--- src/sv/owbm_pkg.sv ---
// Shared types and constants of the 1-Wire bus master.
// Used by owbm_regs, owbm_seq and one_wire_bus_master_core; depends on nothing.
`default_nettype none

package owbm_pkg;

    // Configuration register file
    localparam int NUM_REGS  = 8;
    localparam int REG_WIDTH = 10;

    typedef logic [NUM_REGS-1:0][REG_WIDTH-1:0] cfg_t;

    typedef logic [2:0] reg_idx_t;

    localparam reg_idx_t REG_RST_LOW     = 3'd0;
    localparam reg_idx_t REG_PRES_SAMPLE = 3'd1;
    localparam reg_idx_t REG_RST_RECOVER = 3'd2;
    localparam reg_idx_t REG_SLOT_START  = 3'd3;
    localparam reg_idx_t REG_WRITE_SLOT  = 3'd4;
    localparam reg_idx_t REG_READ_SAMPLE = 3'd5;
    localparam reg_idx_t REG_READ_RECOV  = 3'd6;
    localparam reg_idx_t REG_WRITE_TAIL  = 3'd7;

    // Reset values, register 7 first
    localparam cfg_t CFG_RESET = {10'd100, 10'd120, 10'd14, 10'd100,
                                  10'd1, 10'd430, 10'd100, 10'd500};

    // Command codes
    typedef logic [2:0] op_t;

    localparam op_t OP_TICK  = 3'd0;
    localparam op_t OP_RESET = 3'd1;
    localparam op_t OP_WRITE = 3'd2;
    localparam op_t OP_READ  = 3'd3;
    localparam op_t OP_ROM   = 3'd4;

    localparam logic [7:0] READ_ROM_CMD = 8'h33;

    // Bus sequencer phases
    typedef enum logic [9:0] {
        PH_IDLE     = 10'b00_0000_0001,
        PH_RST_LOW  = 10'b00_0000_0010,
        PH_RST_WAIT = 10'b00_0000_0100,
        PH_RST_REC  = 10'b00_0000_1000,
        PH_W_START  = 10'b00_0001_0000,
        PH_W_REST   = 10'b00_0010_0000,
        PH_W_TAIL   = 10'b00_0100_0000,
        PH_R_START  = 10'b00_1000_0000,
        PH_R_WAIT   = 10'b01_0000_0000,
        PH_R_REC    = 10'b10_0000_0000
    } phase_t;

    // One input beat, split into its fields
    typedef struct packed {
        logic       line_in;
        logic [7:0] data_in;
        op_t        op;
    } item_t;

    // One result beat
    typedef struct packed {
        logic       rejected;
        logic       last_byte;
        logic [2:0] byte_index;
        logic       byte_valid;
        logic [7:0] byte_out;
        logic       device_present;
        logic       done_res;
        logic       busy_res;
        logic       drive_low;
    } result_t;

endpackage

`default_nettype wire

--- src/sv/owbm_regs.sv ---
// APB-style configuration register file of the 1-Wire bus master.
// Depends on owbm_pkg for the register layout and reset values.
`default_nettype none

module owbm_regs (
    input  wire logic                clk,
    input  wire logic                rst_n,
    input  wire logic                psel,
    input  wire logic                penable,
    input  wire logic                pwrite,
    input  wire logic [4:0]          paddr,
    input  wire logic [31:0]         pwdata,
    output logic      [31:0]         prdata,
    output logic                     pready,
    output owbm_pkg::cfg_t           cfg
);

    owbm_pkg::cfg_t     cfg_reg;
    owbm_pkg::reg_idx_t addr_idx;
    logic               wr_en;

    assign addr_idx = paddr[4:2];
    assign wr_en    = psel && penable && pwrite;
    assign pready   = 1'b1;

    // Register writes on the access cycle
    always_ff @(posedge clk or negedge rst_n)
    begin
        if (!rst_n)
        begin
            cfg_reg <= owbm_pkg::CFG_RESET;
        end
        else if (wr_en)
        begin
            cfg_reg[addr_idx] <= pwdata[owbm_pkg::REG_WIDTH-1:0];
        end
    end

    // Read data is the addressed register, zero-extended
    assign prdata = {{(32 - owbm_pkg::REG_WIDTH){1'b0}}, cfg_reg[addr_idx]};
    assign cfg    = cfg_reg;

endmodule

`default_nettype wire

--- src/sv/owbm_seq.sv ---
// Bus sequencer of the 1-Wire master: phase state, tick timer, bit and byte
// counters, and the per-tick next-state and result logic. Depends on owbm_pkg.
`default_nettype none

module owbm_seq #(
    parameter int ROM_BYTES  = 8,
    parameter int TIMER_BITS = 10
) (
    input  wire logic            clk,
    input  wire logic            rst_n,
    input  wire logic            step_en,
    input  wire owbm_pkg::item_t item,
    input  wire owbm_pkg::cfg_t  cfg,
    output owbm_pkg::result_t    result
);

    localparam int DW = (TIMER_BITS > owbm_pkg::REG_WIDTH) ? TIMER_BITS
                                                           : owbm_pkg::REG_WIDTH;
    localparam logic [DW-1:0] TMAX = DW'((64'd1 << TIMER_BITS) - 64'd1);
    localparam logic [3:0]    ROM_LAST = 4'(ROM_BYTES);

    typedef logic [TIMER_BITS-1:0] tmr_t;

    // Phase length from a register: optional floor of one, saturate to timer
    function automatic tmr_t dur(input logic [owbm_pkg::REG_WIDTH-1:0] r,
                                 input logic min_one);
        logic [DW-1:0] d;
        begin
            d = DW'(r);
            if (min_one && (d == '0))
            begin
                d = DW'(1);
            end
            if (d > TMAX)
            begin
                d = TMAX;
            end
            dur = d[TIMER_BITS-1:0];
        end
    endfunction

    tmr_t d_rst_low, d_pres, d_rst_rec, d_slot, d_wslot, d_rsample, d_rrec, d_tail;

    assign d_rst_low = dur(cfg[owbm_pkg::REG_RST_LOW],     1'b1);
    assign d_pres    = dur(cfg[owbm_pkg::REG_PRES_SAMPLE], 1'b1);
    assign d_rst_rec = dur(cfg[owbm_pkg::REG_RST_RECOVER], 1'b0);
    assign d_slot    = dur(cfg[owbm_pkg::REG_SLOT_START],  1'b1);
    assign d_wslot   = dur(cfg[owbm_pkg::REG_WRITE_SLOT],  1'b1);
    assign d_rsample = dur(cfg[owbm_pkg::REG_READ_SAMPLE], 1'b1);
    assign d_rrec    = dur(cfg[owbm_pkg::REG_READ_RECOV],  1'b0);
    assign d_tail    = dur(cfg[owbm_pkg::REG_WRITE_TAIL],  1'b0);

    owbm_pkg::phase_t phase_reg, phase_next;
    owbm_pkg::op_t    cmd_reg, cmd_next;
    tmr_t             timer_reg, timer_next;
    logic [2:0]       bit_cnt_reg, bit_cnt_next;
    logic [7:0]       shift_reg, shift_next;
    logic [2:0]       rom_cnt_reg, rom_cnt_next;
    logic             presence_reg, presence_next;

    logic             rst_rec_fin, tail_fin, rrec_fin, rom_last;

    // Next state and result of one tick
    always_comb
    begin
        phase_next    = phase_reg;
        cmd_next      = cmd_reg;
        timer_next    = timer_reg;
        bit_cnt_next  = bit_cnt_reg;
        shift_next    = shift_reg;
        rom_cnt_next  = rom_cnt_reg;
        presence_next = presence_reg;
        rst_rec_fin   = 1'b0;
        tail_fin      = 1'b0;
        rrec_fin      = 1'b0;
        rom_last      = 1'b0;
        result        = '0;

        // Command start, or rejection while a command runs
        if ((item.op == owbm_pkg::OP_RESET) || (item.op == owbm_pkg::OP_WRITE) ||
            (item.op == owbm_pkg::OP_READ) || (item.op == owbm_pkg::OP_ROM))
        begin
            if (phase_reg != owbm_pkg::PH_IDLE)
            begin
                result.rejected = 1'b1;
            end
            else
            begin
                cmd_next     = item.op;
                bit_cnt_next = 3'd0;
                rom_cnt_next = 3'd0;
                case (item.op)
                    owbm_pkg::OP_WRITE:
                    begin
                        shift_next = item.data_in;
                        phase_next = owbm_pkg::PH_W_START;
                        timer_next = d_slot;
                    end
                    owbm_pkg::OP_READ:
                    begin
                        shift_next = 8'd0;
                        phase_next = owbm_pkg::PH_R_START;
                        timer_next = d_slot;
                    end
                    default:
                    begin
                        phase_next = owbm_pkg::PH_RST_LOW;
                        timer_next = d_rst_low;
                    end
                endcase
            end
        end

        // Line drive and timer count for the current phase
        if (phase_next != owbm_pkg::PH_IDLE)
        begin
            if ((phase_next == owbm_pkg::PH_RST_LOW) ||
                (phase_next == owbm_pkg::PH_W_START) ||
                (phase_next == owbm_pkg::PH_R_START))
            begin
                result.drive_low = 1'b1;
            end
            else if (phase_next == owbm_pkg::PH_W_REST)
            begin
                result.drive_low = ~shift_next[bit_cnt_next];
            end

            timer_next = timer_next - tmr_t'(1);

            // Phase end; phases of zero length finish on the same tick
            if (timer_next == '0)
            begin
                case (phase_next)
                    owbm_pkg::PH_RST_LOW:
                    begin
                        phase_next = owbm_pkg::PH_RST_WAIT;
                        timer_next = d_pres;
                    end
                    owbm_pkg::PH_RST_WAIT:
                    begin
                        presence_next = ~item.line_in;
                        if (d_rst_rec == '0)
                        begin
                            rst_rec_fin = 1'b1;
                        end
                        else
                        begin
                            phase_next = owbm_pkg::PH_RST_REC;
                            timer_next = d_rst_rec;
                        end
                    end
                    owbm_pkg::PH_RST_REC:
                    begin
                        rst_rec_fin = 1'b1;
                    end
                    owbm_pkg::PH_W_START:
                    begin
                        phase_next = owbm_pkg::PH_W_REST;
                        timer_next = d_wslot;
                    end
                    owbm_pkg::PH_W_REST:
                    begin
                        if (bit_cnt_next == 3'd7)
                        begin
                            bit_cnt_next = 3'd0;
                            if (d_tail == '0)
                            begin
                                tail_fin = 1'b1;
                            end
                            else
                            begin
                                phase_next = owbm_pkg::PH_W_TAIL;
                                timer_next = d_tail;
                            end
                        end
                        else
                        begin
                            bit_cnt_next = bit_cnt_next + 3'd1;
                            phase_next   = owbm_pkg::PH_W_START;
                            timer_next   = d_slot;
                        end
                    end
                    owbm_pkg::PH_W_TAIL:
                    begin
                        tail_fin = 1'b1;
                    end
                    owbm_pkg::PH_R_START:
                    begin
                        phase_next = owbm_pkg::PH_R_WAIT;
                        timer_next = d_rsample;
                    end
                    owbm_pkg::PH_R_WAIT:
                    begin
                        shift_next = {item.line_in, shift_next[7:1]};
                        if (d_rrec == '0)
                        begin
                            rrec_fin = 1'b1;
                        end
                        else
                        begin
                            phase_next = owbm_pkg::PH_R_REC;
                            timer_next = d_rrec;
                        end
                    end
                    owbm_pkg::PH_R_REC:
                    begin
                        rrec_fin = 1'b1;
                    end
                    default:
                    begin
                        phase_next      = owbm_pkg::PH_IDLE;
                        timer_next      = '0;
                        result.done_res = 1'b1;
                    end
                endcase

                // End of reset recovery: read ROM goes on with the command byte
                if (rst_rec_fin)
                begin
                    if (cmd_next == owbm_pkg::OP_ROM)
                    begin
                        shift_next   = owbm_pkg::READ_ROM_CMD;
                        bit_cnt_next = 3'd0;
                        phase_next   = owbm_pkg::PH_W_START;
                        timer_next   = d_slot;
                    end
                    else
                    begin
                        phase_next      = owbm_pkg::PH_IDLE;
                        timer_next      = '0;
                        result.done_res = 1'b1;
                    end
                end

                // End of the write tail: read ROM goes on with the first byte
                if (tail_fin)
                begin
                    if (cmd_next == owbm_pkg::OP_ROM)
                    begin
                        bit_cnt_next = 3'd0;
                        shift_next   = 8'd0;
                        rom_cnt_next = 3'd0;
                        phase_next   = owbm_pkg::PH_R_START;
                        timer_next   = d_slot;
                    end
                    else
                    begin
                        phase_next      = owbm_pkg::PH_IDLE;
                        timer_next      = '0;
                        result.done_res = 1'b1;
                    end
                end

                // End of read recovery: next bit, next byte or done
                if (rrec_fin)
                begin
                    if (bit_cnt_next == 3'd7)
                    begin
                        rom_last = (({1'b0, rom_cnt_next} + 4'd1) >= ROM_LAST);
                        result.byte_valid = 1'b1;
                        result.byte_out   = shift_next;
                        if (cmd_next == owbm_pkg::OP_ROM)
                        begin
                            result.byte_index = rom_cnt_next;
                            result.last_byte  = rom_last;
                        end
                        else
                        begin
                            result.last_byte = 1'b1;
                        end
                        if ((cmd_next == owbm_pkg::OP_ROM) && !rom_last)
                        begin
                            rom_cnt_next = rom_cnt_next + 3'd1;
                            bit_cnt_next = 3'd0;
                            shift_next   = 8'd0;
                            phase_next   = owbm_pkg::PH_R_START;
                            timer_next   = d_slot;
                        end
                        else
                        begin
                            phase_next      = owbm_pkg::PH_IDLE;
                            timer_next      = '0;
                            result.done_res = 1'b1;
                        end
                    end
                    else
                    begin
                        bit_cnt_next = bit_cnt_next + 3'd1;
                        phase_next   = owbm_pkg::PH_R_START;
                        timer_next   = d_slot;
                    end
                end
            end
        end

        result.busy_res       = (phase_next != owbm_pkg::PH_IDLE);
        result.device_present = presence_next;
    end

    // State registers advance once per processed tick
    always_ff @(posedge clk or negedge rst_n)
    begin
        if (!rst_n)
        begin
            phase_reg    <= owbm_pkg::PH_IDLE;
            cmd_reg      <= owbm_pkg::OP_TICK;
            timer_reg    <= '0;
            bit_cnt_reg  <= 3'd0;
            shift_reg    <= 8'd0;
            rom_cnt_reg  <= 3'd0;
            presence_reg <= 1'b0;
        end
        else if (step_en)
        begin
            phase_reg    <= phase_next;
            cmd_reg      <= cmd_next;
            timer_reg    <= timer_next;
            bit_cnt_reg  <= bit_cnt_next;
            shift_reg    <= shift_next;
            rom_cnt_reg  <= rom_cnt_next;
            presence_reg <= presence_next;
        end
    end

endmodule

`default_nettype wire

--- src/sv/one_wire_bus_master_core.sv ---
// Top level of the single-pin 1-Wire bus master: input register, sequencer,
// result register and configuration port. Depends on owbm_pkg, owbm_regs, owbm_seq.
`default_nettype none

// Usage:
// Each beat on the s_ side is one microsecond tick. It carries the sampled bus
// level and optionally a command (reset, write byte, read byte, read ROM),
// which starts only while the master is idle; a command given while busy is
// dropped and flagged as rejected in that tick's result.
// Each accepted beat yields exactly one result beat on the m_ side with the
// line drive level, busy, done, presence and any completed read byte; tlast
// marks the final byte of a read ROM or of a single byte read.
// An accepted beat is held in the input register; the sequencer result for it
// is then captured in the result register. Throughput is one beat per cycle
// while m_tready stays high, set by the combinational sequencer step.
// When m_tready is low the result is held, one more beat is taken into the
// input register, and s_tready then drops until the result is taken.
// Reset empties both registers, puts the sequencer in idle with the bus
// released and loads the default timing registers. The user must write the APB
// registers only while no tick is in flight; the block does not enforce this.
module one_wire_bus_master_core #(
    parameter int ROM_BYTES  = 8,
    parameter int TIMER_BITS = 10
) (
    input  wire logic        clk,
    input  wire logic        rst_n,
    // Input ticks
    input  wire logic        s_tvalid,
    output logic             s_tready,
    input  wire logic [15:0] s_tdata,   // op[2:0], data_in[10:3], line_in[11], zero[15:12]
    // Results
    output logic             m_tvalid,
    input  wire logic        m_tready,
    output logic [23:0]      m_tdata,   // drive_low[0], busy_res[1], done_res[2],
                                        // device_present[3], byte_out[11:4],
                                        // byte_valid[12], byte_index[15:13],
                                        // rejected[16], zero[23:17]
    output logic             m_tlast,   // last_byte
    // Configuration
    input  wire logic        psel,
    input  wire logic        penable,
    input  wire logic        pwrite,
    input  wire logic [4:0]  paddr,
    input  wire logic [31:0] pwdata,
    output logic [31:0]      prdata,
    output logic             pready
);

    owbm_pkg::cfg_t    cfg;
    owbm_pkg::item_t   in_data_reg;
    logic              in_valid_reg;
    owbm_pkg::result_t step_res;
    owbm_pkg::result_t out_data_reg;
    logic              out_valid_reg;
    logic              out_free;
    logic              step_en;
    logic              s_beat;

    assign out_free = !out_valid_reg || m_tready;
    assign step_en  = in_valid_reg && out_free;
    assign s_tready = !in_valid_reg || out_free;
    assign s_beat   = s_tvalid && s_tready;

    owbm_regs u_regs (
        .clk     (clk),
        .rst_n   (rst_n),
        .psel    (psel),
        .penable (penable),
        .pwrite  (pwrite),
        .paddr   (paddr),
        .pwdata  (pwdata),
        .prdata  (prdata),
        .pready  (pready),
        .cfg     (cfg)
    );

    // Input register
    always_ff @(posedge clk or negedge rst_n)
    begin
        if (!rst_n)
        begin
            in_valid_reg <= 1'b0;
        end
        else if (s_beat)
        begin
            in_valid_reg <= 1'b1;
        end
        else if (step_en)
        begin
            in_valid_reg <= 1'b0;
        end
    end

    always_ff @(posedge clk)
    begin
        if (s_beat)
        begin
            in_data_reg <= s_tdata[11:0];
        end
    end

    owbm_seq #(
        .ROM_BYTES  (ROM_BYTES),
        .TIMER_BITS (TIMER_BITS)
    ) u_seq (
        .clk     (clk),
        .rst_n   (rst_n),
        .step_en (step_en),
        .item    (in_data_reg),
        .cfg     (cfg),
        .result  (step_res)
    );

    // Result register
    always_ff @(posedge clk or negedge rst_n)
    begin
        if (!rst_n)
        begin
            out_valid_reg <= 1'b0;
        end
        else if (out_free)
        begin
            out_valid_reg <= step_en;
        end
    end

    always_ff @(posedge clk)
    begin
        if (step_en)
        begin
            out_data_reg <= step_res;
        end
    end

    // Result beat packing
    assign m_tvalid = out_valid_reg;
    assign m_tlast  = out_data_reg.last_byte;
    assign m_tdata  = {7'd0,
                       out_data_reg.rejected,
                       out_data_reg.byte_index,
                       out_data_reg.byte_valid,
                       out_data_reg.byte_out,
                       out_data_reg.device_present,
                       out_data_reg.done_res,
                       out_data_reg.busy_res,
                       out_data_reg.drive_low};

endmodule

`default_nettype wire

--- config.mk ---
export PLATFORM = sky130hd
export DESIGN_NAME = one_wire_bus_master_core
export DESIGN_NICKNAME = d
export VERILOG_FILES = /design/src/sv/owbm_pkg.sv /design/src/sv/owbm_regs.sv /design/src/sv/owbm_seq.sv /design/src/sv/one_wire_bus_master_core.sv
export SDC_FILE = /design/constraint.sdc
export NUM_CORES = 1
export LEC_CHECK = 0
export BUFFER_PORTS_ARGS = -buffer_cell sky130_fd_sc_hd__buf_2
export CORE_ASPECT_RATIO = 1.25
export CORE_MARGIN = 2
export CORE_UTILIZATION = 60
export CTS_BUF_LIST = sky130_fd_sc_hd__clkbuf_4 sky130_fd_sc_hd__clkbuf_8
export DETAILED_ROUTE_END_ITERATION = 7
export PLACE_DENSITY = 0.79
export SLEW_MARGIN = 15
export SYNTH_ARGS = -nofsm -noshare
export SYNTH_HDL_FRONTEND = slang
export SYNTH_HIERARCHICAL = 1
export SYNTH_SLANG_ARGS = --single-unit
--- constraint.sdc ---
create_clock -name clk -period 5.4 [get_ports clk]
set_clock_uncertainty 0.05 [all_clocks]
set_input_delay 0.54 -clock clk [delete_from_list [all_inputs] [get_ports clk]]
set_output_delay 0.54 -clock clk [all_outputs]
set_load 0.05 [all_outputs]
Word level (Yosys, flattened, before mapping):

Cells that the tools add are included.

* word-level logic and storage cells: 225
* flip-flop bits (word level): 150
* input port bits: 60

* magnitude comparators: 12
* bitwise logic cells: 2
* muxes and demuxes: 125
* $add $sub $neg: 5
* reduce and logical (&&, ||, !) cells: 33
* equality and inequality tests: 19

Operators by type and width (count)
* two-way mux 10 bit: 41
* case mux 10 bit (7 select lines): 2
* two-way mux 8 bit: 15
* logical NOT 10 bit: 9
* two-way mux 3 bit: 28
* bitwise mux 80 bit: 1
* > comparator 10 bit, second input constant: 8
* case mux 8 bit (2 select lines): 2
* binary-select mux 10 bit (select 3 bit): 1
* demux 10 bit (select 3 bit): 1
* != test 10 x 1 -> 1 bit, second input constant: 3
* two-way mux 1 bit: 28
* equality test 3 bit, second input constant: 4
* equality test 10 bit, second input constant: 1
* equality test 10 x 2 -> 1 bit, second input constant: 1
* equality test 10 x 3 -> 1 bit, second input constant: 1
* equality test 10 x 4 -> 1 bit, second input constant: 1
* equality test 10 x 5 -> 1 bit, second input constant: 1
* equality test 10 x 6 -> 1 bit, second input constant: 1
* equality test 10 x 7 -> 1 bit, second input constant: 1
* equality test 10 x 8 -> 1 bit, second input constant: 1
* equality test 10 x 9 -> 1 bit, second input constant: 1
* subtractor 10 x 1 -> 10 bit, second input constant: 1
* adder 3 x 1 -> 3 bit, second input constant: 3
* other kinds (22): 40

Longest topological paths before layout:

Gate-level depths: netlist (run 1).

* depth after elaboration: 24
* mapped depth: 23
* mapped depth without buffers: 19

Cells and area by module:

The synthesis (run 1) kept the hierarchy.

Modules (own cells, without submodules)
* owbm_seq: times used 1, area an instance 4476.8 um^2, cells an instance 611
* owbm_regs: times used 1, area an instance 3910.0 um^2, cells an instance 246
* one_wire_bus_master_core: times used 1, area an instance 1061.0 um^2, cells an instance 46

Worst setup path before layout (run 1):

No wires, ideal clock.

* path type: flip-flop to flip-flop
* start: register u_seq.phase_reg[6]
* end: register u_seq.shift_reg[7]
* path buffers: 2
* setup time: 0.121 ns
* path slack: 0.927 ns
* data required time: 5.229 ns
* arrival: 4.302 ns
* cell stages (with the launch flop): 21
* cells stage by stage: dfrtp_1 > buf_6 > or4_4 > nor3_4 > nand2_1 > and2_1 > ha_1 > ha_1 > clkbuf_1 > a31o_2 > nor2_1 > nor3_1 > a21oi_1 > ha_1 > ha_1 > and3_1 > nor2b_1 > o31a_1 > nand4_1 > nand2_1 > o21ai_1

* cells in the longest elaborated chain, start to end: 20
* elaborated cells on any way between the ends: 62
* those cells by class: 3 x add/sub; 1 x order compare; 11 x eq/ne; 44 x mux; 3 x reduce/logical

Ends and longest elaborated chain
* start: declaration: line owbm_seq.sv:53 `owbm_pkg::phase_t phase_reg, phase_next;`
* start signal: assignment: line owbm_seq.sv:305 `phase_reg <= owbm_pkg::PH_IDLE;`
* start signal: assignment: line owbm_seq.sv:315 `phase_reg <= phase_next;`
* != test 10 x 1 -> 1 bit: line owbm_seq.sv:83 `if (phase_reg != owbm_pkg::PH_IDLE)`
* two-way mux 3 bit: line owbm_seq.sv:83
* two-way mux 3 bit: line owbm_seq.sv:80 `if ((item.op == owbm_pkg::OP_RESET) || (item.op == owbm_pkg::OP_WRITE) ||`
* equality test 3 bit: line owbm_seq.sv:163 `if (bit_cnt_next == 3'd7)`
* two-way mux 1 bit: line owbm_seq.sv:163
* case mux 1 bit (2 select lines): line owbm_seq.sv:133 `case (phase_next)`
* two-way mux 1 bit: line owbm_seq.sv:131 `if (timer_next == '0)`
* two-way mux 1 bit: line owbm_seq.sv:115 `if (phase_next != owbm_pkg::PH_IDLE)`
* (+4 left out)
* >= comparator 4 bit: line owbm_seq.sv:259 `rom_last = (({1'b0, rom_cnt_next} + 4'd1) >= ROM_LAST);`
* logical NOT 1 bit: line owbm_seq.sv:271 `if ((cmd_next == owbm_pkg::OP_ROM) && !rom_last)`
* logical AND 1 bit: line owbm_seq.sv:271
* two-way mux 8 bit: line owbm_seq.sv:271
* two-way mux 8 bit: line owbm_seq.sv:257 `if (bit_cnt_next == 3'd7)`
* two-way mux 8 bit: line owbm_seq.sv:255 `if (rrec_fin)`
* two-way mux 8 bit: line owbm_seq.sv:131
* two-way mux 8 bit *: line owbm_seq.sv:115
* end signal: assignment: line owbm_seq.sv:319 `shift_reg <= shift_next;`
* end: declaration: line owbm_seq.sv:57 `logic [7:0] shift_reg, shift_next;`

Mark *: on every way between the ends. The rest lies on a longest branch, timed or not. The select of a mux whose other input is x is not followed.
A chain may end at the register's enable or synchronous reset.

Worst setup path in the final report (run 1):

* start: register in_data_reg[1] in the netlist's numbering
* end: register u_seq.timer_reg[3]

* cells in the longest elaborated chain, start to end: 22
* elaborated cells on any way between the ends: 74
* those cells by class: 3 x add/sub; 1 x order compare; 17 x eq/ne; 45 x mux; 8 x reduce/logical

Ends and longest elaborated chain
* start: declaration: line one_wire_bus_master_core.sv:50 `owbm_pkg::item_t in_data_reg;`
* start signal: assignment: line one_wire_bus_master_core.sv:98 `in_data_reg <= s_tdata[11:0];`
* branches (longest 21 deep; another with adder 3 x 1 -> 4 bit)
* two-way mux 10 bit *: line owbm_seq.sv:115
* end signal: assignment: line owbm_seq.sv:317 `timer_reg <= timer_next;`
* end: declaration: line owbm_seq.sv:55 `tmr_t timer_reg, timer_next;`

Every way passes the cells marked *. The select of a mux whose other input is x is not followed.

==> results of run 1 <==
==> cells in the final DEF (no fill, tap or decap), types with 8 or more instances in the layout <==
cell type,count
a21oi_1,47
a22oi_1,10
a31oi_1,22
and2_1,14
and3_1,12
buf_2,60
buf_4,32
clkbuf_8,18
conb_1,30
dfrtp_1,90
dfstp_2,30
edfxtp_1,30
inv_1,16
mux2_2,97
mux2i_1,25
mux4_2,19
nand2_1,62
nand2b_1,8
nand3_1,15
nand4_1,12
nor2_1,68
nor2b_1,9
nor3_1,22
nor4_1,13
o21ai_0,34
or2_2,9
or4_1,9
==> kinds of logic (layout without fill, tap and decap cells) <==
| kind of cell | Yosys count | in the layout | share of synthesized area |
|---|---|---|---|
| AO/OA/AOI/OAI | 203 | 203 | 0.1450 |
| AND/OR/NAND/NOR | 296 | 296 | 0.1741 |
| XOR/XNOR | 10 | 10 | 0.01007 |
| other | 3 | 30 | 0.001192 |
| flip-flops | 150 | 150 | 0.4172 |
| adder cells (fa/ha/maj) | 7 | 7 | 0.009005 |
| buffers and inverters | 92 | 140 | 0.05483 |
| multiplexers | 142 | 142 | 0.1886 |
==> layer usage <==
metal | share of wire | vias to the layer above | wire, µm
met4 | 0.078 | 0 | 2279
li1 | - | 3484 | -
met1 | 0.35 | 3893 | 10290
met2 | 0.48 | 550 | 14030
met5 | 0 | - | 0
met3 | 0.085 | 166 | 2468
==> worst max-delay path, stage by stage, from the launching register on <==
cell      delay [ns]
edfxtp_1        0.62
o21a_1          0.29
nor3_1          0.55
nand2_1         0.24
nand2_1         0.20
inv_1           0.08
ha_1            0.20
ha_1            0.25
a31o_2          0.24
nor2_1          0.16
nor3_1          0.13
a21oi_1         0.29
ha_1            0.21
ha_1            0.22
nand2b_1        0.12
o211ai_1        0.19
buf_4           0.22
a211o_1         0.33
a21oi_1         0.22
a21oi_1         0.10
==> how the worst max path moves through the flow <==
stage                       startpoint                  to  slack, ns  cells past startpoint
detailed placement      in_data_reg[1]  u_seq/timer_reg[3]       0.51                     19
floorplan           u_seq/phase_reg[6]  u_seq/shift_reg[7]       0.93                     20
CTS                     in_data_reg[1]  u_seq/timer_reg[3]       0.49                     19
finish                  in_data_reg[1]  u_seq/timer_reg[3]       0.36                     19
global route            in_data_reg[1]  u_seq/timer_reg[3]       0.08                     19
global placement        in_data_reg[1]  u_seq/timer_reg[3]       0.59                     19
==> where the power goes <==
| part | switching [mW] | total (mW) | internal [mW] |
|---|---|---|---|
| Clock | 0.447 | 0.894 | 0.447 |
| Combinational | 0.690 | 1.15 | 0.456 |
| Sequential | 0.251 | 1.63 | 1.38 |
==> final cells by class <==
cell class / count / area share
multi-input combinational: 688 / 0.4947
sequential: 150 / 0.3825
timing repair buffer: 92 / 0.05245
clock buffer: 22 / 0.02695
tap: 212 / 0.02574
clock inverter: 10 / 0.01190
inverter: 16 / 0.005828
==> flow_summary.ini, run 1 <==
[synth]
synth_edf_count = 30
async_flop_share = 0.8000
yosys_warnings = 6
syn_inst = 903
synth_common_cells = mux2_2, dfrtp_1, nor2_1
synth_most_common_cell = mux2_2
yosys.area.top_type_share = 0.2384
avgSynthCellArea_um2 = 10.46
synth-seq-area-share = 0.4172
ys_seq_elements = 150
synth_flop_cell = dfrtp_1
netlist_top_cells_area = dfrtp_1, mux2_2, edfxtp_1
synth.distinct_cells = 87
netlist_area_mm2 = 0.009448
synth_area_leader_cell = dfrtp_1

[place]
dp.cells = 1158
io_buffers = 61
dp_hpwl_mm = 21.05
pre_cts_ws_ns = 0.5083
place_area_mm2 = 0.009905
place_congestion = 1.016

[timing]
setup_violations = 0
hold_violations = 0
max_freq_mhz = 198.3
fin_crit_sh = 0.9336
rsz0062_at_grt = no
fin_setup_tns_ns = 0
timing.final.ws_setup_ns = 0.3584
maxSlewHeadroom = 0.2350
whs_ns = 0.07325
min_period_ns = 5.042
drv_slew = 0
worst_pin_slew_ns = 1.141

[routing]
wl_per_cell_um = 24.43
first_pass_iters = 7
ant_nets = 0
avgViaCountPerCell = 6.801
vias = 8093
first_iter_violations = 945
wl_mm = 29.07
drcViolationCount = 0

[clocking]
cts_hold_buffers = 0
clk_pin_slew_worst_paths_ns = 0.09
clk_latency_ns = 0.47
numCtsBuffers = 17
htreeDepth = 4
cts_root_buf = clkbuf_8
cts_setup_buffers = 0
ctsResizeCount = 0
clockBufferDepth = 2
clock-sinks = 150
cts_tree = built

[cells_and_area]
layout.cells.non_filler = 1190
nFillCells = 1248
regArea_mm2 = 0.003941
final_cell_area_mm2 = 0.01030
largest_register_ffs = 80
num_antenna_cells = 0
multiInputGateArea_mm2 = 0.005097
syn2layout_area_growth_pct = 9.072
post-route-util = 0.6646
nets = 1031
layout-drive-gt1-share = 0.3160

[floorplanning]
die_y_um = 144.3
die_area_mm2 = 0.01677
start_util = 0.6093
placeableCoreArea_mm2 = 0.01551
ioPinCount = 120
num_rows = 51
die_w_um = 116.2

[grt]
grt_util_met1 = 0.4187
grt_start_max_net_pins = 63
grt_overflow = 0
grt.busiest_layer = met2
grt_pass1_vias = 8003
grt_antenna_before_repair = 0
grt.total_usage = 0.3631
grt_pass1_wl_mm = 45.03
met2_usage = 0.6077
grt_util_met3 = 0.07125

[setup_path]
critPathMaxFanout = 12
rr_startpoint = in_data_reg[1]
cp.arrival_ns = 5.33
crit_type = flop to flop
r2r_setup_slack_ns = 0.36
critPathLaunchType = flop
r2r_end = u_seq/timer_reg[3]
required_ns = 5.69
crit_path_end_kind = flop
r2r_cells = 19

[power]
power_mw = 3.666
p_leak_nw = 4.270
power.density_mw_per_mm2 = 355.8
peakVddDrop_mv = 0.3140

[min_path]
hp-class = input pin to async pin

[run_status]
outcome = finished clean

[run]
cap_violations = 0
(Power assumes the default switching activity.)
==> run 2, diff against run 1 <==
--- a/config.mk
+++ b/config.mk
@@ -5,13 +5,15 @@
 export SDC_FILE = /design/constraint.sdc
 export NUM_CORES = 1
 export LEC_CHECK = 0
+export ABC_AREA = 1
 export BUFFER_PORTS_ARGS = -buffer_cell sky130_fd_sc_hd__buf_2
 export CORE_ASPECT_RATIO = 1.25
 export CORE_MARGIN = 2
-export CORE_UTILIZATION = 60
+export CORE_UTILIZATION = 56
 export CTS_BUF_LIST = sky130_fd_sc_hd__clkbuf_4 sky130_fd_sc_hd__clkbuf_8
 export DETAILED_ROUTE_END_ITERATION = 7
-export PLACE_DENSITY = 0.79
+export GPL_TIMING_DRIVEN = 0
+export PLACE_DENSITY = 0.77
 export SLEW_MARGIN = 15
 export SYNTH_ARGS = -nofsm -noshare
 export SYNTH_HDL_FRONTEND = slang
==> constraint.sdc (replaced) <==
create_clock -name clk -period 4.45 [get_ports clk]
set_clock_uncertainty 0.05 [all_clocks]
set_input_delay 0.445 -clock clk [delete_from_list [all_inputs] [get_ports clk]]
set_output_delay 0.445 -clock clk [all_outputs]
set_load 0.05 [all_outputs]
==> run 2 against run 1 <==
Cell count increased by 66%. Worst setup slack lost 0.19 ns. Area after synthesis grew 13%. Fmax up 18%. Highest routed layer unchanged. Largest cell class unchanged. Power up 24%. Non-clock buffer count up 65. Critical path type unchanged. Sequential share of layout area decreased by 5.3 points.
==> flow_summary.ini, run 2 <==
[clocking]
numCtsBuffers = 17
clk_latency_ns = 0.48
cts_root_buf = clkbuf_8
clk_pin_slew_worst_paths_ns = 0.10
cts_tree = built
clockBufferDepth = 2
clock-sinks = 150
htreeDepth = 4

[timing]
fin_crit_sh = 0.9622
hold_violations = 0
setup_violations = 0
worst_pin_slew_ns = 1.176
max_freq_mhz = 233.5
drv_slew = 0
maxSlewHeadroom = 0.2088
min_period_ns = 4.282

[routing]
wl_per_cell_um = 19.74
top_layer = met4
drcViolationCount = 0
ant_nets = 0
first_pass_iters = 8
avgViaCountPerCell = 5.778
met1_length_mm = 13.86
wl_mm = 39.06
first_iter_violations = 1353
vias = 11430
wl_met3_mm = 3.303
wl_met2_mm = 18.83

[grt]
grt_pass1_vias = 10580
grt_start_max_net_pins = 62
grt_overflow = 0
grt_antenna_before_repair = 0
grt_pass1_wl_mm = 59.02
grt.total_usage = 0.3917

[synth]
synth.distinct_cells = 46
synth_common_cells = nand2_1, inv_1, nor2_1
yosys_warnings = 6
synth_edf_count = 30
netlist_top_cells_area = nand2_1, dfrtp_1, edfxtp_1
async_flop_share = 0.8000
synth-seq-area-share = 0.3690
yosys.area.top_type_share = 0.2284
synth_area_leader_cell = nand2_1
syn_inst = 1615
ys_seq_elements = 150
synth_flop_cell = dfrtp_1
netlist_area_mm2 = 0.01068
synth_most_common_cell = nand2_1
avgSynthCellArea_um2 = 6.613

[cells_and_area]
num_antenna_cells = 0
final_common_cell = nand2_1
layout_common_cells = nand2_1, inv_1, nor2_1
nets = 1800
post-route-util = 0.6400
layout-drive-gt1-share = 0.1694
syn2layout_area_growth_pct = 12.11
largest_register_ffs = 80

[floorplanning]
die_w_um = 127.5
num_rows = 56
placeableCoreArea_mm2 = 0.01871
start_util = 0.5709
ioPinCount = 120
die_y_um = 158.4
die_area_mm2 = 0.02020

[setup_path]
r2r_end = u_seq/timer_reg[0]
crit_type = flop to flop
crit_start = in_data_reg[2]
required_ns = 4.77
cp-endpoint = u_seq/timer_reg[0]
critPathLaunchType = flop
r2r_setup_slack_ns = 0.17
crit_path_end_kind = flop
critPathMaxFanout = 10
r2r_cells = 21
cp.arrival_ns = 4.60
rr_startpoint = in_data_reg[2]

[place]
place_congestion = 1.060
dp_hpwl_mm = 29.41
io_buffers = 58

[run_status]
outcome = finished clean

[power]
p_leak_nw = 6.160
power_mw = 4.529
peakVddDrop_mv = 0.2040
power.density_mw_per_mm2 = 378.2

[run]
cap_violations = 0

[min_path]
hp-class = input pin to flop
whs_path_depth = 1
==> run 2: critical path, cell delays in order, from the launching register on <==
cell and delay [ns]:
edfxtp_1 0.55, buf_4 0.21, nor2_2 0.25, nand4_1 0.33, buf_4 0.25, nor2_1 0.11
nor2_2 0.09, ha_1 0.20, nand3_1 0.17, inv_2 0.09, nor2_2 0.23, nand2_1 0.08
nor2_1 0.11, nand2_1 0.09, nor2_2 0.09, nand4_2 0.16, nor3_4 0.49, inv_2 0.26
o21ai_0 0.16, nand2_1 0.09, nand2_1 0.06, nand2_1 0.05
==> run 2: metrics by stage <==
| step | hold slack, ns | TNS, ns | cell area [µm²] | std cells | worst slack [ns] |
|---|---|---|---|---|---|
| after floorplan | 0.09941 | 0 | 10780 | 1642 | 0.6733 |
| after global placement | 0.4140 | -1.990 | 11360 | 1932 | -0.2041 |
| after detailed placement | 0.4027 | -2.535 | 11410 | 1934 | -0.2294 |
| after CTS | 0.06107 | 0 | 11860 | 1968 | 0.007831 |
| after global routing | 0.06171 | -0.01128 | 11970 | 1979 | -0.01128 |
| final | 0.08165 | 0 | 11970 | 1979 | 0.1681 |
==> run 2: timing repair <==
item	in CTS	in global routing
pin swaps	0	5
setup buffers	1	11
setup endpoints to repair	23	39
hold buffers	1	0
hold endpoints to repair	43	0
resized for setup	5	13
==> run 2: cells by family after synthesis <==
group	after synthesis	share of synthesized area
AND/OR/NAND/NOR	989	0.4035
buffers and inverters	244	0.1073
AO/OA/AOI/OAI	222	0.1112
flip-flops	150	0.3690
adder cells (fa/ha/maj)	6	0.007029
other	3	0.001054
multiplexers	1	0.0009372
==> run 2: power by group <==
| group | internal (mW) | leakage [nW] | switching, mW |
|---|---|---|---|
| sequential | 1.65 | 1.75 | 0.313 |
| combinational | 0.405 | 4.20 | 1.01 |
| clock | 0.524 | 0.212 | 0.629 |
==> run 2: how the worst min path moves through the flow <==
stage	from	end	slack (ns)
detailed placement	rst_n	m_tvalid	0.40
global route	s_tdata[4]	in_data_reg[4]	0.06
finish	s_tdata[4]	in_data_reg[4]	0.08
floorplan	rst_n	in_valid_reg	0.1
global placement	u_seq/shift_reg[0]	u_seq/shift_reg[0]	0.41
CTS	s_tdata[8]	in_data_reg[8]	0.06
==> run 2: cell type report <==
cell class | count | area, µm²
clock buffers | 17 | 234.0
clock inverters | 15 | 186.4
repair buffers | 73 | 435.4
plain buffers | 84 | 544.3
multi-input cells | 1248 | 5731
fillers | 1763 | 6734
inverters | 160 | 610.6
flip-flops and latches | 150 | 3943
well taps | 232 | 290.3
==> run 2: routing by layer <==
layer | vias to the layer above | track usage
li1 | 5358 | -
met1 | 5159 | 0.4400
met2 | 720 | 0.6891
met3 | 197 | 0.06317
met4 | 0 | 0.2554
met5 | - | 0
